===== src/rtl/pcc_pkg.sv =====
`default_nettype none

package pcc_pkg;

	localparam int DIV_STEPS = 25;
	localparam int CNT_W     = $clog2(DIV_STEPS);

	typedef enum logic [2:0] {
		REG_KP             = 3'd0,
		REG_KI             = 3'd1,
		REG_KD             = 3'd2,
		REG_SAMPLE_PERIOD  = 3'd3,
		REG_ERR_LIMIT      = 3'd4,
		REG_INTEGRAL_LIMIT = 3'd5,
		REG_RATE_LIMIT     = 3'd6,
		REG_CMD_LIMIT      = 3'd7
	} reg_idx_t;

	typedef struct packed {
		logic signed [31:0] kp;
		logic signed [31:0] ki;
		logic signed [31:0] kd;
		logic [30:0]        sp;
		logic [30:0]        elim;
		logic [30:0]        ilim;
		logic [30:0]        rlim;
		logic [30:0]        clim;
	} cfg_t;

	typedef enum logic [3:0] {
		S_IDLE,
		S_MUL_P,
		S_ACC_P,
		S_MUL_S,
		S_INT,
		S_MUL_I,
		S_ACC_I,
		S_DIV_INIT,
		S_DIV,
		S_RATE,
		S_MUL_D,
		S_ACC_D,
		S_FINISH
	} state_t;

	typedef enum logic [3:0] {
		OP_NONE,
		OP_LOAD,
		OP_MUL_P,
		OP_ACC_P,
		OP_MUL_S,
		OP_INT,
		OP_MUL_I,
		OP_ACC_I,
		OP_DIV_INIT,
		OP_DIV_STEP,
		OP_RATE,
		OP_MUL_D,
		OP_ACC_D,
		OP_FINISH
	} op_t;

	typedef struct packed {
		op_t op;
	} cmd_t;

	typedef struct packed {
		logic div_done;
	} sts_t;

	function automatic logic signed [33:0] clamp34(input logic signed [33:0] v,
			input logic [30:0] lim);
		logic signed [33:0] l;
		l = $signed({3'b000, lim});
		if (v > l) begin
			return l;
		end else if (v < -l) begin
			return -l;
		end else begin
			return v;
		end
	endfunction

	// Floor shift of a Q16.16 product by 16, saturated to 32 bits.
	function automatic logic signed [31:0] qsat(input logic signed [63:0] p);
		logic [47:0] s;
		s = p[63:16];
		if (!s[47] && (s[46:31] != 16'h0000)) begin
			return 32'sh7FFF_FFFF;
		end else if (s[47] && (s[46:31] != 16'hFFFF)) begin
			return 32'sh8000_0000;
		end else begin
			return $signed(s[31:0]);
		end
	endfunction

endpackage

`default_nettype wire


===== src/rtl/pcc_regs.sv =====
`default_nettype none

module pcc_regs import pcc_pkg::*; (
	input  wire logic        clk,
	input  wire logic        arst_n,
	input  wire logic        cfg_we,
	input  wire logic [2:0]  cfg_index,
	input  wire logic [31:0] cfg_wdata,
	output cfg_t             cfg
);

	cfg_t cfg_q;

	always_ff @(posedge clk or negedge arst_n) begin
		if (!arst_n) begin
			cfg_q.kp   <= 32'sd65536;
			cfg_q.ki   <= 32'sd6554;
			cfg_q.kd   <= 32'sd3277;
			cfg_q.sp   <= 31'd3277;
			cfg_q.elim <= 31'd65536;
			cfg_q.ilim <= 31'd65536;
			cfg_q.rlim <= 31'd13107;
			cfg_q.clim <= 31'd65536;
		end else if (cfg_we) begin
			unique case (reg_idx_t'(cfg_index))
				REG_KP:             cfg_q.kp   <= $signed(cfg_wdata);
				REG_KI:             cfg_q.ki   <= $signed(cfg_wdata);
				REG_KD:             cfg_q.kd   <= $signed(cfg_wdata);
				REG_SAMPLE_PERIOD:  cfg_q.sp   <= cfg_wdata[30:0];
				REG_ERR_LIMIT:      cfg_q.elim <= cfg_wdata[30:0];
				REG_INTEGRAL_LIMIT: cfg_q.ilim <= cfg_wdata[30:0];
				REG_RATE_LIMIT:     cfg_q.rlim <= cfg_wdata[30:0];
				REG_CMD_LIMIT:      cfg_q.clim <= cfg_wdata[30:0];
			endcase
		end
	end

	assign cfg = cfg_q;

endmodule

`default_nettype wire


===== src/rtl/pcc_ctrl.sv =====
`default_nettype none

module pcc_ctrl import pcc_pkg::*; (
	input  wire logic clk,
	input  wire logic arst_n,
	input  wire logic in_valid,
	output logic      in_ready,
	input  wire logic kind,
	output logic      out_valid,
	input  wire logic out_ready,
	output cmd_t      cmd,
	input  sts_t      sts
);

	state_t state_q;
	state_t state_d;
	logic   out_valid_q;
	logic   out_free;

	assign out_free = !out_valid_q || out_ready;

	always_comb begin
		state_d = state_q;
		unique case (state_q)
			S_IDLE: begin
				if (in_valid) begin
					state_d = kind ? S_IDLE : S_MUL_P;
				end
			end
			S_MUL_P:    state_d = S_ACC_P;
			S_ACC_P:    state_d = S_MUL_S;
			S_MUL_S:    state_d = S_INT;
			S_INT:      state_d = S_MUL_I;
			S_MUL_I:    state_d = S_ACC_I;
			S_ACC_I:    state_d = S_DIV_INIT;
			S_DIV_INIT: state_d = S_DIV;
			S_DIV: begin
				if (sts.div_done) begin
					state_d = S_RATE;
				end
			end
			S_RATE:     state_d = S_MUL_D;
			S_MUL_D:    state_d = S_ACC_D;
			S_ACC_D:    state_d = S_FINISH;
			S_FINISH: begin
				if (out_free) begin
					state_d = S_IDLE;
				end
			end
			default:    state_d = S_IDLE;
		endcase
	end

	always_comb begin
		cmd.op   = OP_NONE;
		in_ready = 1'b0;
		unique case (state_q)
			S_IDLE: begin
				in_ready = 1'b1;
				cmd.op   = in_valid ? OP_LOAD : OP_NONE;
			end
			S_MUL_P:    cmd.op = OP_MUL_P;
			S_ACC_P:    cmd.op = OP_ACC_P;
			S_MUL_S:    cmd.op = OP_MUL_S;
			S_INT:      cmd.op = OP_INT;
			S_MUL_I:    cmd.op = OP_MUL_I;
			S_ACC_I:    cmd.op = OP_ACC_I;
			S_DIV_INIT: cmd.op = OP_DIV_INIT;
			S_DIV:      cmd.op = OP_DIV_STEP;
			S_RATE:     cmd.op = OP_RATE;
			S_MUL_D:    cmd.op = OP_MUL_D;
			S_ACC_D:    cmd.op = OP_ACC_D;
			S_FINISH:   cmd.op = out_free ? OP_FINISH : OP_NONE;
			default:    cmd.op = OP_NONE;
		endcase
	end

	always_ff @(posedge clk or negedge arst_n) begin
		if (!arst_n) begin
			state_q     <= S_IDLE;
			out_valid_q <= 1'b0;
		end else begin
			state_q <= state_d;
			if (cmd.op == OP_FINISH) begin
				out_valid_q <= 1'b1;
			end else if (out_ready) begin
				out_valid_q <= 1'b0;
			end
		end
	end

	assign out_valid = out_valid_q;

endmodule

`default_nettype wire


===== src/rtl/pcc_dpath.sv =====
`default_nettype none

module pcc_dpath import pcc_pkg::*; (
	input  wire logic               clk,
	input  wire logic               arst_n,
	input  cmd_t                    cmd,
	output sts_t                    sts,
	input  cfg_t                    cfg,
	input  wire logic               kind,
	input  wire logic signed [31:0] reference,
	input  wire logic signed [31:0] measured,
	input  wire logic signed [31:0] restart_error,
	output logic signed [31:0]      command,
	output logic                    saturated
);

	logic signed [31:0] integral_q;
	logic signed [31:0] prev_q;
	logic [CNT_W-1:0]   cnt_q;

	logic signed [31:0] err_q;
	logic signed [63:0] prod_q;
	logic signed [33:0] acc_q;
	logic signed [31:0] rate_q;
	logic [30:0]        rem_q;
	logic [49:0]        quo_q;
	logic               neg_q;
	logic               zero_q;
	logic signed [31:0] command_q;
	logic               sat_q;

	logic signed [32:0] err_raw;
	logic signed [33:0] err_clamp;
	logic signed [31:0] op_a;
	logic signed [31:0] op_b;
	logic signed [63:0] mul_p;
	logic signed [31:0] pterm;
	logic signed [33:0] pterm34;
	logic signed [33:0] isum;
	logic signed [32:0] diff;
	logic [32:0]        diff_mag;
	logic [31:0]        t1;
	logic [31:0]        r1;
	logic [31:0]        t2;
	logic [31:0]        r2;
	logic               ge1;
	logic               ge2;
	logic [30:0]        rate_mag;
	logic signed [33:0] cmd_clamp;

	assign err_raw   = {reference[31], reference} - {measured[31], measured};
	assign err_clamp = clamp34({err_raw[32], err_raw}, cfg.elim);

	always_comb begin
		op_a = '0;
		op_b = '0;
		unique case (cmd.op)
			OP_MUL_P: begin
				op_a = cfg.kp;
				op_b = err_q;
			end
			OP_MUL_S: begin
				op_a = err_q;
				op_b = $signed({1'b0, cfg.sp});
			end
			OP_MUL_I: begin
				op_a = cfg.ki;
				op_b = integral_q;
			end
			OP_MUL_D: begin
				op_a = cfg.kd;
				op_b = rate_q;
			end
			default: begin
				op_a = '0;
				op_b = '0;
			end
		endcase
	end

	assign mul_p   = op_a * op_b;
	assign pterm   = qsat(prod_q);
	assign pterm34 = {{2{pterm[31]}}, pterm};
	assign isum    = clamp34({{2{integral_q[31]}}, integral_q} + pterm34, cfg.ilim);

	assign diff     = {err_q[31], err_q} - {prev_q[31], prev_q};
	assign diff_mag = diff[32] ? 33'(-diff) : 33'(diff);

	// Two restoring division steps per cycle.
	assign t1  = {rem_q, quo_q[49]};
	assign ge1 = t1 >= {1'b0, cfg.sp};
	assign r1  = ge1 ? (t1 - {1'b0, cfg.sp}) : t1;
	assign t2  = {r1[30:0], quo_q[48]};
	assign ge2 = t2 >= {1'b0, cfg.sp};
	assign r2  = ge2 ? (t2 - {1'b0, cfg.sp}) : t2;

	assign rate_mag  = (quo_q > {19'd0, cfg.rlim}) ? cfg.rlim : quo_q[30:0];
	assign cmd_clamp = clamp34(acc_q, cfg.clim);

	always_ff @(posedge clk or negedge arst_n) begin
		if (!arst_n) begin
			integral_q <= '0;
			prev_q     <= '0;
			cnt_q      <= '0;
		end else begin
			unique case (cmd.op)
				OP_LOAD: begin
					if (kind) begin
						integral_q <= '0;
						prev_q     <= restart_error;
					end
				end
				OP_INT:      integral_q <= isum[31:0];
				OP_DIV_INIT: begin
					prev_q <= err_q;
					cnt_q  <= '0;
				end
				OP_DIV_STEP: cnt_q <= cnt_q + CNT_W'(1);
				default: begin
				end
			endcase
		end
	end

	always_ff @(posedge clk) begin
		unique case (cmd.op)
			OP_LOAD:     err_q <= err_clamp[31:0];
			OP_MUL_P,
			OP_MUL_S,
			OP_MUL_I,
			OP_MUL_D:    prod_q <= mul_p;
			OP_ACC_P:    acc_q <= pterm34;
			OP_ACC_I,
			OP_ACC_D:    acc_q <= acc_q + pterm34;
			OP_DIV_INIT: begin
				quo_q  <= {1'b0, diff_mag, 16'h0000};
				rem_q  <= '0;
				neg_q  <= diff[32];
				zero_q <= (diff == 33'sd0);
			end
			OP_DIV_STEP: begin
				quo_q <= {quo_q[47:0], ge1, ge2};
				rem_q <= r2[30:0];
			end
			OP_RATE: begin
				if (zero_q) begin
					rate_q <= '0;
				end else if (neg_q) begin
					rate_q <= -$signed({1'b0, rate_mag});
				end else begin
					rate_q <= $signed({1'b0, rate_mag});
				end
			end
			OP_FINISH: begin
				command_q <= cmd_clamp[31:0];
				sat_q     <= (cmd_clamp != acc_q);
			end
			default: begin
			end
		endcase
	end

	assign sts.div_done = (cnt_q == CNT_W'(DIV_STEPS - 1));
	assign command      = command_q;
	assign saturated    = sat_q;

endmodule

`default_nettype wire


===== src/rtl/pid_controller_clamped_unit.sv =====
// PID controller with clamped error, integral, error rate and command, all in
// signed Q16.16. A control sample is accepted only while the unit is idle. The
// clamped error is registered at acceptance. Sequencing steps then run around
// a single shared 32x32 multiplier that is used four times, and the radix-4
// divider divides the error change by the sample period. A sample holds the
// unit longer while the previous result still waits to be taken. A restart
// request gives no result. The result sits in an output register, so the next
// sample is accepted while an earlier result still waits to be taken.
`default_nettype none

module pid_controller_clamped_unit import pcc_pkg::*; (
	input  wire logic               clk,
	input  wire logic               arst_n,
	input  wire logic               cfg_we,
	input  wire logic [2:0]         cfg_index,
	input  wire logic [31:0]        cfg_wdata,
	input  wire logic               in_valid,
	output logic                    in_ready,
	input  wire logic               kind,
	input  wire logic signed [31:0] reference,
	input  wire logic signed [31:0] measured,
	input  wire logic signed [31:0] restart_error,
	output logic                    out_valid,
	input  wire logic               out_ready,
	output logic signed [31:0]      command,
	output logic                    saturated
);

	cfg_t cfg;
	cmd_t cmd;
	sts_t sts;

	pcc_regs u_regs (
		.clk       (clk),
		.arst_n    (arst_n),
		.cfg_we    (cfg_we),
		.cfg_index (cfg_index),
		.cfg_wdata (cfg_wdata),
		.cfg       (cfg)
	);

	pcc_ctrl u_ctrl (
		.clk       (clk),
		.arst_n    (arst_n),
		.in_valid  (in_valid),
		.in_ready  (in_ready),
		.kind      (kind),
		.out_valid (out_valid),
		.out_ready (out_ready),
		.cmd       (cmd),
		.sts       (sts)
	);

	pcc_dpath u_dpath (
		.clk           (clk),
		.arst_n        (arst_n),
		.cmd           (cmd),
		.sts           (sts),
		.cfg           (cfg),
		.kind          (kind),
		.reference     (reference),
		.measured      (measured),
		.restart_error (restart_error),
		.command       (command),
		.saturated     (saturated)
	);

	logic signed [31:0] clim32;

	assign clim32 = $signed({1'b0, cfg.clim});

	a_restart_no_result: assert property (@(posedge clk) disable iff (!arst_n)
		(in_valid && in_ready && kind) |=> !$rose(out_valid))
		else $error("restart request produced a result");

	a_busy_after_sample: assert property (@(posedge clk) disable iff (!arst_n)
		(in_valid && in_ready && !kind) |=> !in_ready)
		else $error("unit accepted a request while a sample is in progress");

	a_saturated_at_limit: assert property (@(posedge clk) disable iff (!arst_n)
		(out_valid && saturated) |-> (command == clim32 || command == -clim32))
		else $error("saturated command is not at the command limit");

endmodule

`default_nettype wire


===== config.mk =====
export PLATFORM = sky130hd
export DESIGN_NAME = pid_controller_clamped_unit
export DESIGN_NICKNAME = d
export VERILOG_FILES = /design/src/rtl/pcc_pkg.sv /design/src/rtl/pcc_regs.sv /design/src/rtl/pcc_ctrl.sv /design/src/rtl/pcc_dpath.sv /design/src/rtl/pid_controller_clamped_unit.sv
export SDC_FILE = /design/constraint.sdc
export NUM_CORES = 2
export LEC_CHECK = 0
export BUFFER_PORTS_ARGS = -buffer_cell sky130_fd_sc_hd__buf_2
export CORE_MARGIN = 10
export CORE_UTILIZATION = 65
export DETAILED_ROUTE_END_ITERATION = 12
export GPL_TIMING_DRIVEN = 1
export HOLD_SLACK_MARGIN = 0.08
export PLACE_DENSITY = 0.82
export SLEW_MARGIN = 15
export SYNTH_ARGS = -nofsm -noshare
export SYNTH_HDL_FRONTEND = slang
export SYNTH_SLANG_ARGS = --single-unit

===== constraint.sdc =====
create_clock -name clk -period 11.2 [get_ports clk]
set_clock_uncertainty 0.1 [all_clocks]
set_input_delay 1.12 -clock clk [delete_from_list [all_inputs] [get_ports clk]]
set_output_delay 1.12 -clock clk [all_outputs]
set_load 0.03 [all_outputs]

==> run metrics <==
status=finished, final reports clean; Area contributors post-synth=fa_1 (27%), edfxtp_1 (9.9%), ha_1 (9.4%), dfrtp_1 (9.1%), inv_1 (6.1%); #FFs+latches synth=just under 600; H-tree levels=3; hpwl dp=approximately 210000 um; post-synth top area cell=fa_1; post-synthesis cell count=between 8000 and 9000; worst endpoint data arrival time=around 11 ns; PostCTS Resize Cnt=0; dpl cell area=slightly above 80000 um^2; Initial DRC Count=around 7400; crit-path most repeated cell=fa_1; Final Max Slew Viols=0; cell area after layout=around 86000 um^2; number of global-route vias before repair=slightly below 70000; Routed Antenna Nets=0; syn_nets=between 10000 and 15000; Setup crit end kind=flop; gpl congestion=1.04; non-filler instance count after layout=10400; Site Rows=roughly 130; Die Width=between 300 and 400 um; crit path launch type=flop; Max Cap Viol=0; Least-Margin Pin Slew=between 1 and 1.5 ns; maximum buffer depth of the clock tree=3; GR Overflow Total=0; fin crit period=10.86 ns; HP Class=in -> async; R2R depth=31; first-pass GRT wire length=412000 um; starting density of the core=0.655; WP data required=11.52 ns; post-synth top area share=0.272; R2R Setup Slk=between 0.3 and 0.4 ns; largest net degree at the start of global routing=between 100 and 150; via total after detailed routing=~67000; CTS Buf Count=70; All-Layer GR Usage=0.397; commonest cells after routing, fill and taps aside=inv_1 (1306), fa_1 (1087), nor2_1 (864); clk root buf=clkbuf_16; CTS tree=done; max_slew headroom=0.141; Setup violations, final=0; unrepaired setup endpoints after global routing=no; die height=roughly 370 um; register area share after synthesis=0.201; slowest stage delay, CP=~0.86 ns; register area=16000 um^2; DRC=0; Nets=between 10000 and 15000; hold_ws=approximately 0.27 ns; R2R Path Start=u_ctrl.state_q[2]$_DFFE_PN0P_; dpl cells=approximately 10000; IO Port Bufs=about 170; ys async rst share=0.554; area occupied by multi-input gates=roughly 58000 um^2; worst r2r dst=u_dpath.prod_q[58]$_DFFE_PN_; Via-to-Cell Ratio=around 6.4; setup bufs post-CTS=0; Clock Sinks=about 590; synth-to-layout area growth=7.06%; Hold Buf Count CTS=0; clk_lat worst skew=roughly 0.72 ns; Core Region=around 120000 um^2; Fillers=a little over 9000; most common cell after layout, fill and taps aside=inv_1; DRT Wirelength=272000 um; crit path kind=reg -> reg; Fin Setup TNS=0 ns; Primary FF master, synth=dfrtp_1; Netlist cell types=97; Die ar.=137000 um^2; IO Pins=172; synthesized area=around 80000 um^2; CP max FO=42; Post-synth EDFFs=262; clock-pin slew on the worst setup and hold paths=0.06 ns; post-DR wirelength/cell=~26 um; syn_area_per_cell=around 9.2 um^2; layout cells sized above 1=0.0950; period utilization=0.969; Yosys warning count=0; Achievable Freq=0.0921 GHz; First-pass DRT Iterations=8; CP max stage cell=o21a_1; Final Hold Fails=0; initial antenna violation count=36
==> flip-flops by register name, indices dropped and copies added, names as in the netlist, 32 cells and up <==
name,count
u_dpath.err_q,32
u_dpath.integral_q,32
u_dpath.command,32
u_dpath.acc_q,34
u_dpath.rate_q,32
u_dpath.prod_q,48
u_regs.cfg,251
u_dpath.prev_q,32
u_dpath.quo_q,50
==> worst max path at each step <==
stage,startpoint,to,slack (ns),depth (start not counted)
6_report,u_ctrl.state_q[2]$_DFFE_PN0P_,u_dpath.prod_q[58]$_DFFE_PN_,0.34,31
5_1_grt,u_ctrl.state_q[2]$_DFFE_PN0P_,u_dpath.prod_q[62]$_DFFE_PN_,0.003,32
4_1_cts,u_ctrl.state_q[2]$_DFFE_PN0P_,u_dpath.prod_q[58]$_DFFE_PN_,0.46,33
3_5_place_dp,u_ctrl.state_q[2]$_DFFE_PN0P_,u_dpath.prod_q[58]$_DFFE_PN_,0.49,30
3_3_place_gp,u_ctrl.state_q[2]$_DFFE_PN0P_,u_dpath.prod_q[58]$_DFFE_PN_,0.64,33
2_1_floorplan,u_ctrl.state_q[0]$_DFFE_PN0P_,u_dpath.prod_q[58]$_DFFE_PN_,1.28,35
==> stage by stage <==
stage           util  setup WS, ns
3_3_place_gp   0.681         0.640
5_1_grt        0.701       0.00277
3_5_place_dp   0.681         0.487
6_report       0.702         0.344
2_1_floorplan      -          1.28
4_1_cts        0.701         0.456
==> cell families after synthesis <==
kind of cell,share of synthesized area
AND/OR/NAND/NOR,0.132
adder cells (fa/ha/maj),0.367
buffers and inverters,0.0794
AO/OA/AOI/OAI,0.122
flip-flops,0.201
multiplexers,0.0552
XOR/XNOR,0.0443
==> final cells by class <==
type                       count  share of cell area
inverter                    1310              0.0575
clock inverter                37             0.00609
tap                         1625              0.0238
clock buffer                  92              0.0224
antenna                       15            0.000439
timing repair buffer         348              0.0265
multi-input combinational   6409               0.676
sequential                   587               0.188
==> cells in the mapped netlist (39+ instances only) <==
library cell and n:
xor2_1 114, o21a_1 139, a21oi_1 357, nand2_1 840
nand2b_1 59, xnor2_1 290, clkbuf_1 329, fa_1 1087
a31oi_1 53, and2_1 47, mux2i_1 175, a211oi_1 48
nor2_1 870, a22oi_1 57, nor4_1 46, nand4_1 84
edfxtp_1 262, nor3_1 120, dfrtp_1 292, o21ai_1 39
inv_1 1308, a21o_1 181, ha_1 601, nand3_1 94
and3_1 48, mux2_2 235, nor2b_1 53, o21ai_0 389
==> layer usage <==
metal | GRT usage | wire length (um)
met4 | 0.273 | 22800
met3 | 0.148 | 38100
met2 | 0.577 | 114000
met5 | 0 | 221
met1 | 0.489 | 96500
==> critical path, delay by kind of cell (launching register included) <==
family / cells / cell delay [ns]
adder cells (fa/ha/maj): 9 / 4.30
AO/OA/AOI/OAI: 13 / 3.82
buffers and inverters: 5 / 0.99
flip-flops: 1 / 0.77
multiplexers: 1 / 0.27
AND/OR/NAND/NOR: 2 / 0.18
XOR/XNOR: 1 / 0.08
Power is left out: the tool's default activity adds up to more than one toggle a clock period on the data nets, which glitch-free logic cannot reach.
